File: config.mk
export PLATFORM = sky130hd
export DESIGN_NAME = drfs_ctrl
export DESIGN_NICKNAME = d
export VERILOG_FILES = /design/src/rtl/core/dirty_rect_frame_scheduler_core_assert.svh /design/src/rtl/core/drfs_pkg.sv /design/src/rtl/core/drfs_ctrl.sv
export SDC_FILE = /design/constraint.sdc
export NUM_CORES = 1
export LEC_CHECK = 0
export ABC_CLOCK_PERIOD_IN_PS = 4990
export BUFFER_PORTS_ARGS = -buffer_cell sky130_fd_sc_hd__clkbuf_2
export CORE_ASPECT_RATIO = 0.8
export CORE_MARGIN = 2
export CORE_UTILIZATION = 25
export DETAILED_ROUTE_END_ITERATION = 8
export PLACE_DENSITY = 0.51
export SETUP_SLACK_MARGIN = 0.1
export SLEW_MARGIN = 0
export SYNTH_ARGS = -nofsm -noshare
export SYNTH_HDL_FRONTEND = slang
export SYNTH_SLANG_ARGS = --single-unit
File: constraint.sdc
create_clock -name clk -period 4.99 [get_ports clk]
set_input_delay 0.7485 -clock clk [delete_from_list [all_inputs] [get_ports clk]]
set_output_delay 0.7485 -clock clk [all_outputs]
set_load 0.005 [all_outputs]
File: src/rtl/core/dirty_rect_frame_scheduler_core_assert.svh
// ----------------------------------------------------------------------------
// Dirty rectangle scheduler assertion macros
// Implication checks on the core clock, off in synthesis.
// ----------------------------------------------------------------------------
`ifndef DIRTY_RECT_FRAME_SCHEDULER_CORE_ASSERT_SVH
`define DIRTY_RECT_FRAME_SCHEDULER_CORE_ASSERT_SVH
`ifndef SYNTHESIS
`define DRFS_ASSERT_SAME(lbl, ante, cons) \
    lbl: assert property (@(posedge clk) disable iff (!rst_n) (ante) |-> (cons)) \
        else $error("drfs: same-cycle check failed");
`define DRFS_ASSERT_NEXT(lbl, ante, cons) \
    lbl: assert property (@(posedge clk) disable iff (!rst_n) (ante) |=> (cons)) \
        else $error("drfs: next-cycle check failed");
`else
`define DRFS_ASSERT_SAME(lbl, ante, cons)
`define DRFS_ASSERT_NEXT(lbl, ante, cons)
`endif
`endif

File: src/rtl/core/drfs_pkg.sv
`timescale 1ns / 1ps
// ----------------------------------------------------------------------------
// drfs_pkg
// Shared constants, codes and controller/datapath interface types.
// ----------------------------------------------------------------------------
package drfs_pkg;

    localparam int DIRTY_DEPTH_DEF  = 16;
    localparam int REGION_DEPTH_DEF = 8;
    localparam int COORD_BITS_DEF   = 16;

    localparam int OP_BITS   = 3;
    localparam int ID_BITS   = 16;
    localparam int FPS_BITS  = 12;
    localparam int TIME_BITS = 48;
    localparam int KIND_BITS = 2;
    localparam int STAT_BITS = 2;
    localparam int CFG_IDX_BITS = 2;

    localparam int FRAME_MS  = 1000;
    localparam int MS_BITS   = 10;
    localparam int MSP_BITS  = MS_BITS + 1;
    localparam int DUE_BITS  = MSP_BITS + FPS_BITS;

    localparam int BOUND_LEFT_RST   = 0;
    localparam int BOUND_TOP_RST    = 0;
    localparam int BOUND_RIGHT_RST  = 1920;
    localparam int BOUND_BOTTOM_RST = 1080;

    localparam logic [OP_BITS-1:0] OP_INVALIDATE = 3'd0;
    localparam logic [OP_BITS-1:0] OP_SET        = 3'd1;
    localparam logic [OP_BITS-1:0] OP_CLEAR      = 3'd2;
    localparam logic [OP_BITS-1:0] OP_QUERY      = 3'd3;
    localparam logic [OP_BITS-1:0] OP_CONSUME    = 3'd4;
    localparam logic [OP_BITS-1:0] OP_RESET      = 3'd5;

    localparam logic [KIND_BITS-1:0] KIND_ACK  = 2'd0;
    localparam logic [KIND_BITS-1:0] KIND_RECT = 2'd1;
    localparam logic [KIND_BITS-1:0] KIND_PEND = 2'd2;

    localparam logic [STAT_BITS-1:0] ST_OK         = 2'd0;
    localparam logic [STAT_BITS-1:0] ST_IGNORED    = 2'd1;
    localparam logic [STAT_BITS-1:0] ST_FULL_MERGE = 2'd2;
    localparam logic [STAT_BITS-1:0] ST_TABLE_FULL = 2'd3;

    localparam logic [CFG_IDX_BITS-1:0] REG_BOUND_LEFT   = 2'd0;
    localparam logic [CFG_IDX_BITS-1:0] REG_BOUND_TOP    = 2'd1;
    localparam logic [CFG_IDX_BITS-1:0] REG_BOUND_RIGHT  = 2'd2;
    localparam logic [CFG_IDX_BITS-1:0] REG_BOUND_BOTTOM = 2'd3;

    typedef enum logic [4:0] {
        UOP_IDLE,
        UOP_DECODE,
        UOP_MINIT,
        UOP_MREAD,
        UOP_MAE,
        UOP_MAU,
        UOP_MCMP,
        UOP_RREAD,
        UOP_RCHK,
        UOP_RDUE,
        UOP_RNEXT,
        UOP_SNEW,
        UOP_EREAD,
        UOP_ECLIP,
        UOP_EEND,
        UOP_ACK,
        UOP_PANS
    } uop_t;

    typedef struct packed {
        logic [OP_BITS-1:0] op;
        logic               bad;
        logic               dirty_any;
        logic               i_end;
        logic               k_end;
        logic               fit;
        logic               hit;
        logic               due;
        logic               clip_ok;
        logic               hold_v;
        logic               obuf_free;
    } sts_t;

endpackage

File: src/rtl/core/drfs_ctrl.sv
`timescale 1ns / 1ps
// ----------------------------------------------------------------------------
// drfs_ctrl
// Sequencer: walks each word through decode, list merge, region scan and
// rectangle emission, issuing one micro-op per cycle to the datapath.
// ----------------------------------------------------------------------------
module drfs_ctrl import drfs_pkg::*; (
    input  logic clk,
    input  logic rst_n,
    input  logic in_valid,
    output logic in_stall,
    input  sts_t sts,
    output uop_t uop
);

    typedef enum logic [4:0] {
        S_IDLE,
        S_DECODE,
        S_MINIT,
        S_MREAD,
        S_MAE,
        S_MAU,
        S_MCMP,
        S_RREAD,
        S_RCHK,
        S_RDUE,
        S_RNEXT,
        S_SNEW,
        S_EREAD,
        S_ECLIP,
        S_EEND,
        S_ACK,
        S_PANS
    } state_t;

    state_t state_reg;
    state_t state_next;
    state_t merge_ret;

    assign in_stall  = (state_reg != S_IDLE);
    assign merge_ret = (sts.op == OP_CONSUME) ? S_RNEXT : S_ACK;

    always_comb
    begin
        state_next = state_reg;
        unique case (state_reg) inside
            S_IDLE:
            begin
                if (in_valid)
                begin
                    state_next = S_DECODE;
                end
            end
            S_DECODE:
            begin
                unique case (sts.op) inside
                    OP_INVALIDATE: state_next = sts.bad ? S_ACK : S_MINIT;
                    OP_SET, OP_CLEAR: state_next = sts.bad ? S_ACK : S_RREAD;
                    OP_QUERY:      state_next = sts.dirty_any ? S_PANS : S_RREAD;
                    OP_CONSUME:    state_next = S_RREAD;
                    default:       state_next = S_ACK;
                endcase
            end
            S_MINIT: state_next = S_MREAD;
            S_MREAD: state_next = sts.i_end ? merge_ret : S_MAE;
            S_MAE:   state_next = S_MAU;
            S_MAU:   state_next = S_MCMP;
            S_MCMP:  state_next = sts.fit ? merge_ret : S_MREAD;
            S_RREAD:
            begin
                if (!sts.k_end)
                begin
                    state_next = S_RCHK;
                end
                else
                begin
                    unique case (sts.op)
                        OP_QUERY:   state_next = S_PANS;
                        OP_CONSUME: state_next = S_EREAD;
                        OP_SET:     state_next = S_SNEW;
                        default:    state_next = S_ACK;
                    endcase
                end
            end
            S_RCHK:
            begin
                unique case (sts.op)
                    OP_SET:   state_next = sts.hit ? S_ACK : S_RNEXT;
                    OP_CLEAR: state_next = S_RNEXT;
                    default:  state_next = S_RDUE;
                endcase
            end
            S_RDUE:
            begin
                if (!sts.due)
                begin
                    state_next = S_RNEXT;
                end
                else
                begin
                    state_next = (sts.op == OP_QUERY) ? S_PANS : S_MINIT;
                end
            end
            S_RNEXT: state_next = S_RREAD;
            S_SNEW:  state_next = S_ACK;
            S_EREAD: state_next = sts.i_end ? S_EEND : S_ECLIP;
            S_ECLIP:
            begin
                if (!(sts.clip_ok && sts.hold_v && !sts.obuf_free))
                begin
                    state_next = S_EREAD;
                end
            end
            S_EEND, S_ACK, S_PANS:
            begin
                if (sts.obuf_free)
                begin
                    state_next = S_IDLE;
                end
            end
            default: state_next = S_IDLE;
        endcase
    end

    always_ff @(posedge clk or negedge rst_n)
    begin
        if (!rst_n)
        begin
            state_reg <= S_IDLE;
        end
        else
        begin
            state_reg <= state_next;
        end
    end

    always_comb
    begin
        unique case (state_reg)
            S_IDLE:   uop = UOP_IDLE;
            S_DECODE: uop = UOP_DECODE;
            S_MINIT:  uop = UOP_MINIT;
            S_MREAD:  uop = UOP_MREAD;
            S_MAE:    uop = UOP_MAE;
            S_MAU:    uop = UOP_MAU;
            S_MCMP:   uop = UOP_MCMP;
            S_RREAD:  uop = UOP_RREAD;
            S_RCHK:   uop = UOP_RCHK;
            S_RDUE:   uop = UOP_RDUE;
            S_RNEXT:  uop = UOP_RNEXT;
            S_SNEW:   uop = UOP_SNEW;
            S_EREAD:  uop = UOP_EREAD;
            S_ECLIP:  uop = UOP_ECLIP;
            S_EEND:   uop = UOP_EEND;
            S_ACK:    uop = UOP_ACK;
            S_PANS:   uop = UOP_PANS;
            default:  uop = UOP_IDLE;
        endcase
    end

endmodule

==> results.md, run 1 <==
* Vias in the first global route at 715
* Post-Route Skew at 0.000183 ns
* Synthesized area at 711 sq um
* # nets final at 133
* Clk slew on worst S/H paths at 0.04 ns
* Power density cells at 527 mW/mm^2
* Overall Power at 0.452 mW
* Sequential fraction of the synthesis area at 17.6%
* Root buffer cell: clkbuf_4
* Period Utilization, post-route at 43.9%
* Final RePlAce weighted congestion at 0.807
* Worst hold path type: in -> async
* Row Count at 17
* Core area at 0.00272 sq mm
* Max FFs per register at 5
* Largest net degree at the start of global routing at 18
* Multi-input gate area at 536 sq um
* Die Ht at 51.7 um
* Lkg Pwr at 0.351 nW
* Area share of the largest cell type after synthesis at 17.6%
* Slew HR at 63.4%
* Peak VDD IR at 135 uV
* Register Area at 125 sq um
* Yosys cell types at 41
* Initial DRC count at 40
* Final setup violation count at 0
* #FFs+latches synth at 5
* Min Tclk post-route at 2.19 ns
* CTS tree: done
* Maximum clock rate at 457 MHz
* First-pass GRT wire length at 3.55 mm
* Buffer count from post-CTS setup fixing at 0
* Ant. Diodes at 0
* H-tree levels at 1
* TritonRoute pass-1 iters at 5
* Max-Cap Viols at 0
* Maximum fanout along the worst path at 14
* Die span in x at 63.6 um
* Status: complete, no violations
* Mapped Avg Cell Area at 7.33 sq um
* Clock latency on the worst-skew pair at 0.24 ns
* Yosys top cell by area: dfrtp_1
* Fraction of layout cells with a size suffix above 1 at 26.7%
* Post-Synthesis Cells at 97
* CTS resizes at 0
* Wire length per cell at 14.7 um
* Vias per cell at 5.67
* GRT Total Usage at 14.1%
* Endpoints failing hold at 0
* Clock sink count at 5
* Synth Warn # at 0
* Worst Reg-to-Reg Cells at 5
* Gr ovfl total at 0
* Setup TNS at 0 ns
* Worst-margin pin slew at 0.549 ns
* Via count at 873
* Total wire length at 2.26 mm
* Critical path class: reg -> out
* DRT antenna net count at 0
* CTS max path bufs at 2
* # port buffers at 21
* CP startpoint kind: flop
* HPWL after detailed placement at 1.77 mm
* FF-to-FF End: state_reg[0]
* RSZ-0062 raised after global routing: no
* CTS Buf Count at 3
* Drt drc at 0
* Area contributors post-synth: dfrtp_1 (18%), nor2_1 (5.3%), a31oi_1 (4.4%), nand2_1 (3.7%), a21oi_1 (3.5%)
* Reg-to-reg startpoint: state_reg[3]
* Final Max Slew Viols at 0
* Flop2flop setup slack at 3.02 ns
* Starting density of the core at 26.1%
* Syn_nets at 113
* # IOs at 22
* Fillers at 322
* Initial antenna violation count at 0
* WP data required at 4.24 ns
* Area delta synth->final at 20.8%
* Post-cts hold buffer count at 0
* Crit path DAT at 1.44 ns
* Worst Setup End Kind: output port
* Die area at 0.00329 sq mm
[cells by family after synthesis]
group                  synth area share [%]
AND/OR/NAND/NOR                        38.2
buffers and inverters                  7.04
flip-flops                             17.6
AO/OA/AOI/OAI                          35.6
multiplexers                           1.58
[worst max path at each step]
stage | from | endpoint | cells after the start
finish | state_reg[2] | uop[4] | 4
global route | state_reg[2] | uop[4] | 4
CTS | state_reg[2] | uop[4] | 4
detailed placement | sts[12] | state_reg[0] | 6
global placement | sts[12] | state_reg[0] | 6
floorplan | sts[11] | state_reg[0] | 6
[metal layers]
| metal | vias up | global-route usage, % | part of all wire (%) |
|---|---|---|---|
| met5 | - | 0 | 0 |
| met4 | 0 | 1.09 | 0 |
| met3 | 0 | 3.46 | 10 |
| met2 | 45 | 19.5 | 41 |
| met1 | 413 | 22.3 | 49 |
| li1 | 415 | - | - |
[synthesized netlist by cell type, drive strengths merged]
cell type,instances
a2111oi,1
o221ai,1
a22oi,1
nand3b,3
nand2,7
a31oi,5
dfrtp,5
inv,5
and3,3
o22ai,4
o2bb2a,1
o21ai,4
nor3b,3
nand4,3
a211oi,1
nor2b,3
a21o,1
or3b,1
nand4b,1
nor2,11
a21oi,5
clkbuf,1
and2,1
o21a,1
mux2,1
a221oi,1
a211o,1
a41oi,1
nor3,1
buf,5
o2111ai,1
nand2b,4
nand3,5
a221o,1
o311ai,2
o41ai,2
[cell usage in the layout, fill, tap and decap left out, types with 2 or more instances in the layout]
cell	Yosys	layout
clkbuf_2	0	21
nor2_1	10	10
nand2_1	7	7
inv_1	5	5
a21oi_1	5	5
nand3_1	5	5
a31oi_1	5	5
dfrtp_1	5	5
nand2b_1	4	4
o22ai_1	4	4
o21ai_0	4	4
nor2b_1	3	3
nand3b_1	3	3
nand4_1	3	3
and3_1	3	3
clkbuf_4	0	3
nor3b_2	2	2
[where the power goes]
part	switching, mW	total [mW]	internal [mW]
Sequential	0.0604	0.119	0.0589
Clock	0.0177	0.0480	0.0303
Combinational	0.152	0.285	0.133
Total	0.230	0.452	0.222
[cell type report]
cell class / instances / area share (%)
timing repair buffer: 21 / 12.2
multi-input combinational: 81 / 62.4
sequential: 5 / 14.6
clock buffer: 4 / 3.06
tap: 38 / 5.54
inverter: 5 / 2.19
[critical path, cell delays in order, from the launching register on]
cell,delay [ns]
dfrtp_1,0.51
nor3_1,0.29
nand3b_1,0.19
inv_1,0.09
clkbuf_2,0.11
[per-stage QoR]
stage	hold WS, ns	instance area [sq um]	cells	utilization (%)	setup WS, ns
2_1_floorplan	0.453	711	97	-	3.03
3_3_place_gp	0.574	832	150	30.6	2.81
3_5_place_dp	0.578	832	150	30.6	2.83
4_1_cts	0.315	858	154	31.5	2.79
5_1_grt	0.310	858	154	31.5	2.63
6_report	0.317	858	154	31.5	2.80
Power figures use the tool's default switching activity.
==> run 2, diff against run 1 <==
- ABC_CLOCK_PERIOD_IN_PS: 4990 -> 1900
- PLACE_DENSITY: 0.51 -> 0.52
- clock period: 4.99 -> 1.9 ns (I/O delays scaled with it)
==> results.md, run 2 (synthesis gave the netlist of run 1 again) <==
* Status: complete, no violations (unchanged)
* Fraction of layout cells with a size suffix above 1 at 34.4% (was 26.7%)
* Row Count at 17 (unchanged)
* Ant. Diodes at 0 (unchanged)
* # port buffers at 21 (unchanged)
* WP data required at 2.03 ns (was 4.24 ns)
* Clk slew on worst S/H paths at 0.04 ns (about the same)
* Initial antenna violation count at 0 (unchanged)
* Worst-margin pin slew at 0.363 ns (was 0.549 ns)
* CP startpoint kind: flop (unchanged)
* Via count at 878 (was 873)
* Drt drc at 0 (unchanged)
* Max-Cap Viols at 0 (unchanged)
* Largest net degree at the start of global routing at 15 (was 18)
* Power density cells at 1390 mW/mm^2 (was 527 mW/mm^2)
* Worst Setup End Kind: flop (was output port)
* Most common cell after layout, fill and taps aside: clkbuf_2 (unchanged)
* Setup TNS at 0 ns (unchanged)
* Most frequent cells in the layout: clkbuf_2 (21), nor2_1 (10), nand2_1 (7) (unchanged)
* CTS tree: done (unchanged)
* Crit path DAT at 1.81 ns (was 1.44 ns)
* Initial DRC count at 69 (was 40)
* Flop2flop setup slack at 0.21 ns (was 3.02 ns)
* Final Max Slew Viols at 0 (unchanged)
* Inst Count DP at 155 (was 150)
* Slew HR at 75.2% (was 63.4%)
* Wire length per cell at 14.9 um (was 14.7 um)
* DRT antenna net count at 0 (unchanged)
* Gr ovfl total at 0 (unchanged)
* HPWL after detailed placement at 1.87 mm (was 1.77 mm)
* Vias per cell at 5.49 (was 5.67)
* Lkg Pwr at 0.375 nW (was 0.351 nW)
* Die Ht at 51.7 um (unchanged)
* Peak VDD IR at 497 uV (was 135 uV)
* CTS Buf Count at 3 (unchanged)
* Endpoints failing hold at 0 (unchanged)
* Crit path to: state_reg[0] (was uop[4])
* Starting density of the core at 26.1% (unchanged)
* Maximum clock rate at 592 MHz
* Final RePlAce weighted congestion at 0.824 (was 0.807)
* Die area at 0.00329 sq mm (unchanged)
* Clock latency on the worst-skew pair at 0.25 ns (was 0.24 ns)
* Root buffer cell: clkbuf_4 (unchanged)
* First-pass GRT wire length at 3.78 mm (was 3.55 mm)
* Worst hold path type: in -> reg (was in -> async)
* Area delta synth->final at 29.9% (was 20.8%)
* Worst Reg-to-Reg Cells at 5 (unchanged)
* FF-to-FF End: state_reg[0] (unchanged)
* Clock sink count at 5 (unchanged)
* Min Tclk post-route at 1.69 ns
* CTS max path bufs at 2 (unchanged)
* Maximum fanout along the worst path at 9 (was 14)
* Die span in x at 63.6 um (unchanged)
* Max FFs per register at 5 (unchanged)
* # nets final at 139 (was 133)
* Period Utilization, post-route at 88.9%
* Vias in the first global route at 752 (was 715)
* Final Util at 33.9% (was 31.5%)
* H-tree levels at 1 (unchanged)
* Total wire length at 2.38 mm (was 2.26 mm)
* # IOs at 22 (unchanged)
* Core area at 0.00272 sq mm (unchanged)
* GRT Total Usage at 15.1% (was 14.1%)
* RSZ-0062 raised after global routing: no (unchanged)
* Post-DP Area at 870 sq um (was 832 sq um)
* Design Area, Final at 923 sq um (was 858 sq um)
* Post-Route Skew at 0.00273 ns (was 0.000183 ns)
* Reg-to-reg startpoint: state_reg[1] (was state_reg[3])
* Critical path origin: state_reg[1] (was state_reg[2])
* Critical path class: reg -> reg (was reg -> out)
* Overall Power at 1.29 mW (was 0.452 mW)
* Layout Cells excl Fill at 160 (was 154)
* TritonRoute pass-1 iters at 4 (was 5)
* Final setup violation count at 0 (unchanged)
## run 2: changes by cell type in the layout (fill, tap and decap cells not counted), sizes merged
cell / before / now
dlygate4sd3: 0 / 1
buf: 0 / 5
## run 2: per-stage QoR
| stage | setup WS [ns] | hold WS (ns) |
|---|---|---|
| final | 0.211 | 0.281 |
| after global routing | 0.109 | 0.266 |
| after CTS | 0.125 | 0.275 |
| after detailed placement | 0.134 | 0.110 |
| after global placement | 0.159 | 0.108 |
| after floorplan | 0.289 | -0.0106 |
## run 2: worst max-delay path, cell delays in order (launching register included)
cell	delay, ns
dfrtp_2	0.46
nor2b_1	0.31
nand3_1	0.12
a21o_1	0.21
o221ai_2	0.10
mux2_2	0.37
## run 2: area by class of cell
class	instances	area, sq um
flip-flops and latches	5	131
fillers	320	1800
repair buffers	27	153
multi-input cells	81	547
well taps	38	47.5
clock buffers	4	26.3
inverters	5	18.8
## run 2: how the worst min path moves through the flow
| stage | startpoint | endpoint | slack [ns] | cells after the start |
|---|---|---|---|---|
| 2_1_floorplan | rst_n | state_reg[0] | -0.01 | 0 |
| 4_1_cts | sts[0] | state_reg[4] | 0.28 | 2 |
| 5_1_grt | sts[0] | state_reg[4] | 0.27 | 2 |
| 6_report | sts[0] | state_reg[4] | 0.28 | 2 |
| 3_3_place_gp | rst_n | state_reg[4] | 0.11 | 1 |
| 3_5_place_dp | rst_n | state_reg[4] | 0.11 | 1 |
## run 2: power breakdown
group / internal, mW / total (mW) / switching (mW) / leakage, nW
registers: 0.165 / 0.308 / 0.142 / 0.0557
clock network: 0.0795 / 0.125 / 0.0457 / 0.0150
logic: 0.404 / 0.854 / 0.449 / 0.305
## run 2: what timing repair did
item / in CTS / in global routing
gates resized for setup: 0 / 7
endpoints found under the setup margin: 0 / 4
setup buffers: 0 / 0
endpoints found under the hold margin: 5 / 0
hold buffers: 1 / 0
## run 2: routing by layer
layer / routed length, um / global-route usage (%) / vias to the layer above
met2: 936 / 19.5 / 39
met3: 227 / 4.76 / 2
met5: 0 / 0 / -
li1: - / - / 428
met4: 10 / 2.17 / 0
met1: 1200 / 24.0 / 409
==> run 3, diff against run 2 <==
- CORE_UTILIZATION: 25 -> 35
- PLACE_DENSITY: 0.52 -> 0.66
==> results.md, run 3 (synthesis gave the netlist of run 1 again) <==
* Status: complete, no violations (unchanged)
* Peak VDD IR at 782 uV (was 497 uV)
* Overall Power at 1.33 mW (was 1.29 mW)
* Area delta synth->final at 28.7% (was 29.9%)
* Most frequent cells in the layout: clkbuf_2 (21), nor2_1 (10), nand2_1 (7), buf_4 (7) (was clkbuf_2 (21), nor2_1 (10), nand2_1 (7))
* CTS Buf Count at 3 (unchanged)
* Row Count at 14 (was 17)
* Setup TNS at 0 ns (unchanged)
* Min Tclk post-route at 1.74 ns (was 1.69 ns)
* Final setup violation count at 0 (unchanged)
* Fillers at 199 (was 320)
* Maximum fanout along the worst path at 6 (was 9)
* Worst hold path type: in -> reg (unchanged)
* # nets final at 141 (was 139)
* # port buffers at 21 (unchanged)
* Starting density of the core at 37.6% (was 26.1%)
* Vias in the first global route at 726 (was 752)
* Crit path DAT at 1.95 ns (was 1.81 ns)
* Via count at 932 (was 878)
* Max FFs per register at 5 (unchanged)
* Gr ovfl total at 0 (unchanged)
* Wire length per cell at 15.3 um (was 14.9 um)
* Post-Route Skew at 0.0138 ns (was 0.00273 ns)
* TritonRoute pass-1 iters at 4 (unchanged)
* Worst hold slack at 0.282 ns (was 0.281 ns)
* GRT Total Usage at 20.7% (was 15.1%)
* Die Ht at 44.3 um (was 51.7 um)
* Die area at 0.00241 sq mm (was 0.00329 sq mm)
* Initial antenna violation count at 0 (unchanged)
* Critical path class: reg -> reg (unchanged)
* CTS max path bufs at 2 (unchanged)
* Period Utilization, post-route at 91.8% (was 88.9%)
* Die span in x at 54.4 um (was 63.6 um)
* Total wire length at 2.26 mm (was 2.38 mm)
* Final RePlAce weighted congestion at 1.04 (was 0.824)
* Largest net degree at the start of global routing at 12 (was 15)
* Ant. Diodes at 0 (unchanged)
* H-tree levels at 1 (unchanged)
* Clk slew on worst S/H paths at 0.05 ns (was 0.04 ns)
* Drt drc at 0 (unchanged)
* Vias per cell at 6.30 (was 5.49)
* CTS tree: done (unchanged)
* Final Max Slew Viols at 0 (unchanged)
* Core area at 0.00189 sq mm (was 0.00272 sq mm)
* Most common cell after layout, fill and taps aside: clkbuf_2 (unchanged)
* CP startpoint kind: flop (unchanged)
* Lkg Pwr at 0.389 nW (was 0.375 nW)
* Max-Cap Viols at 0 (unchanged)
* Worst Setup End Kind: flop (unchanged)
* Endpoints failing hold at 0 (unchanged)
* Initial DRC count at 44 (was 69)
* First-pass GRT wire length at 3.46 mm (was 3.78 mm)
* Root buffer cell: clkbuf_4 (unchanged)
* # IOs at 22 (unchanged)
* RSZ-0062 raised after global routing: yes (was no)
* WP data required at 2.11 ns (was 2.03 ns)
* Maximum clock rate at 573 MHz (was 592 MHz)
* Final Util at 48.3% (was 33.9%)
* Worst-margin pin slew at 0.409 ns (was 0.363 ns)
* Clock sink count at 5 (unchanged)
* Fraction of layout cells with a size suffix above 1 at 33.9% (was 34.4%)
* HPWL after detailed placement at 1.79 mm (was 1.87 mm)
* DRT antenna net count at 0 (unchanged)
* Clock latency on the worst-skew pair at 0.27 ns (was 0.25 ns)
* Power density cells at 1450 mW/mm^2 (was 1390 mW/mm^2)
* Slew HR at 72.0% (was 75.2%)
==> run 3: cell count changes in the layout (fill, tap and decap cells not counted) <==
| cell | change |
|---|---|
| buf_4 | +2 |
| dfrtp_1 | +2 |
| dfrtp_2 | -2 |
| nor3_1 | +1 |
| nor3_2 | -1 |
| nor3b_2 | +1 |
| nor3b_4 | -1 |
| o311ai_1 | -1 |
| o311ai_2 | +1 |
==> run 3: power breakdown <==
group,internal (mW),total [mW],switching (mW)
clock network,0.0802,0.136,0.0561
registers,0.163,0.257,0.0943
logic,0.437,0.933,0.495
total,0.681,1.33,0.646
==> run 3: through the flow <==
stage	cells	area [sq um]	worst slack (ns)
final	148	915	0.156
after global routing	148	915	0.0777
after CTS	146	888	0.134
after detailed placement	141	852	0.156
after global placement	141	852	0.0265
after floorplan	97	711	0.289
==> run 3: layout make-up <==
class / instances / area [sq um] / area share (%)
Multi-Input combinational cell: 81 / 543 / 59.4
Clock buffer: 4 / 26.3 / 2.87
Tap cell: 24 / 30.0 / 3.28
Sequential cell: 5 / 129 / 14.1
Timing Repair Buffer: 29 / 168 / 18.3
Inverter: 5 / 18.8 / 2.05
==> run 3: worst max-delay path: stages (launching register included) <==
cell	delay [ns]
dfrtp_2	0.44
buf_4	0.17
nor3b_4	0.30
buf_4	0.17
nand3_1	0.06
a221o_1	0.29
nand4_1	0.10
mux2_2	0.15
==> run 3: what timing repair did <==
action	CTS	global route
buffers inserted	0	2
setup endpoints to repair	0	3
resized for setup	0	4
hold buffers	1	0
endpoints found under the hold margin	5	0
==> run 3: worst paths after layout <==
path                              startpoint      endpoint  slack, ns  depth (start not counted)
worst max-delay path            state_reg[3]  state_reg[0]       0.16                          7
worst min-delay path                  sts[0]  state_reg[4]       0.28                          2
worst max register to register  state_reg[3]  state_reg[0]       0.16                          7
worst min register to register  state_reg[0]  state_reg[0]       0.62                          1
max in group asynchronous              rst_n  state_reg[2]       1.37                          2
min in group asynchronous              rst_n  state_reg[3]       0.36                          2
==> run 3: per-layer routing <==
metal / wire length [um] / vias up / GRT usage [%]
met2: 1000 / 79 / 29.6
met4: 56 / 0 / 8.50
li1: - / 432 / -
met5: 0 / - / 0
met3: 278 / 6 / 6.76
met1: 925 / 415 / 28.5
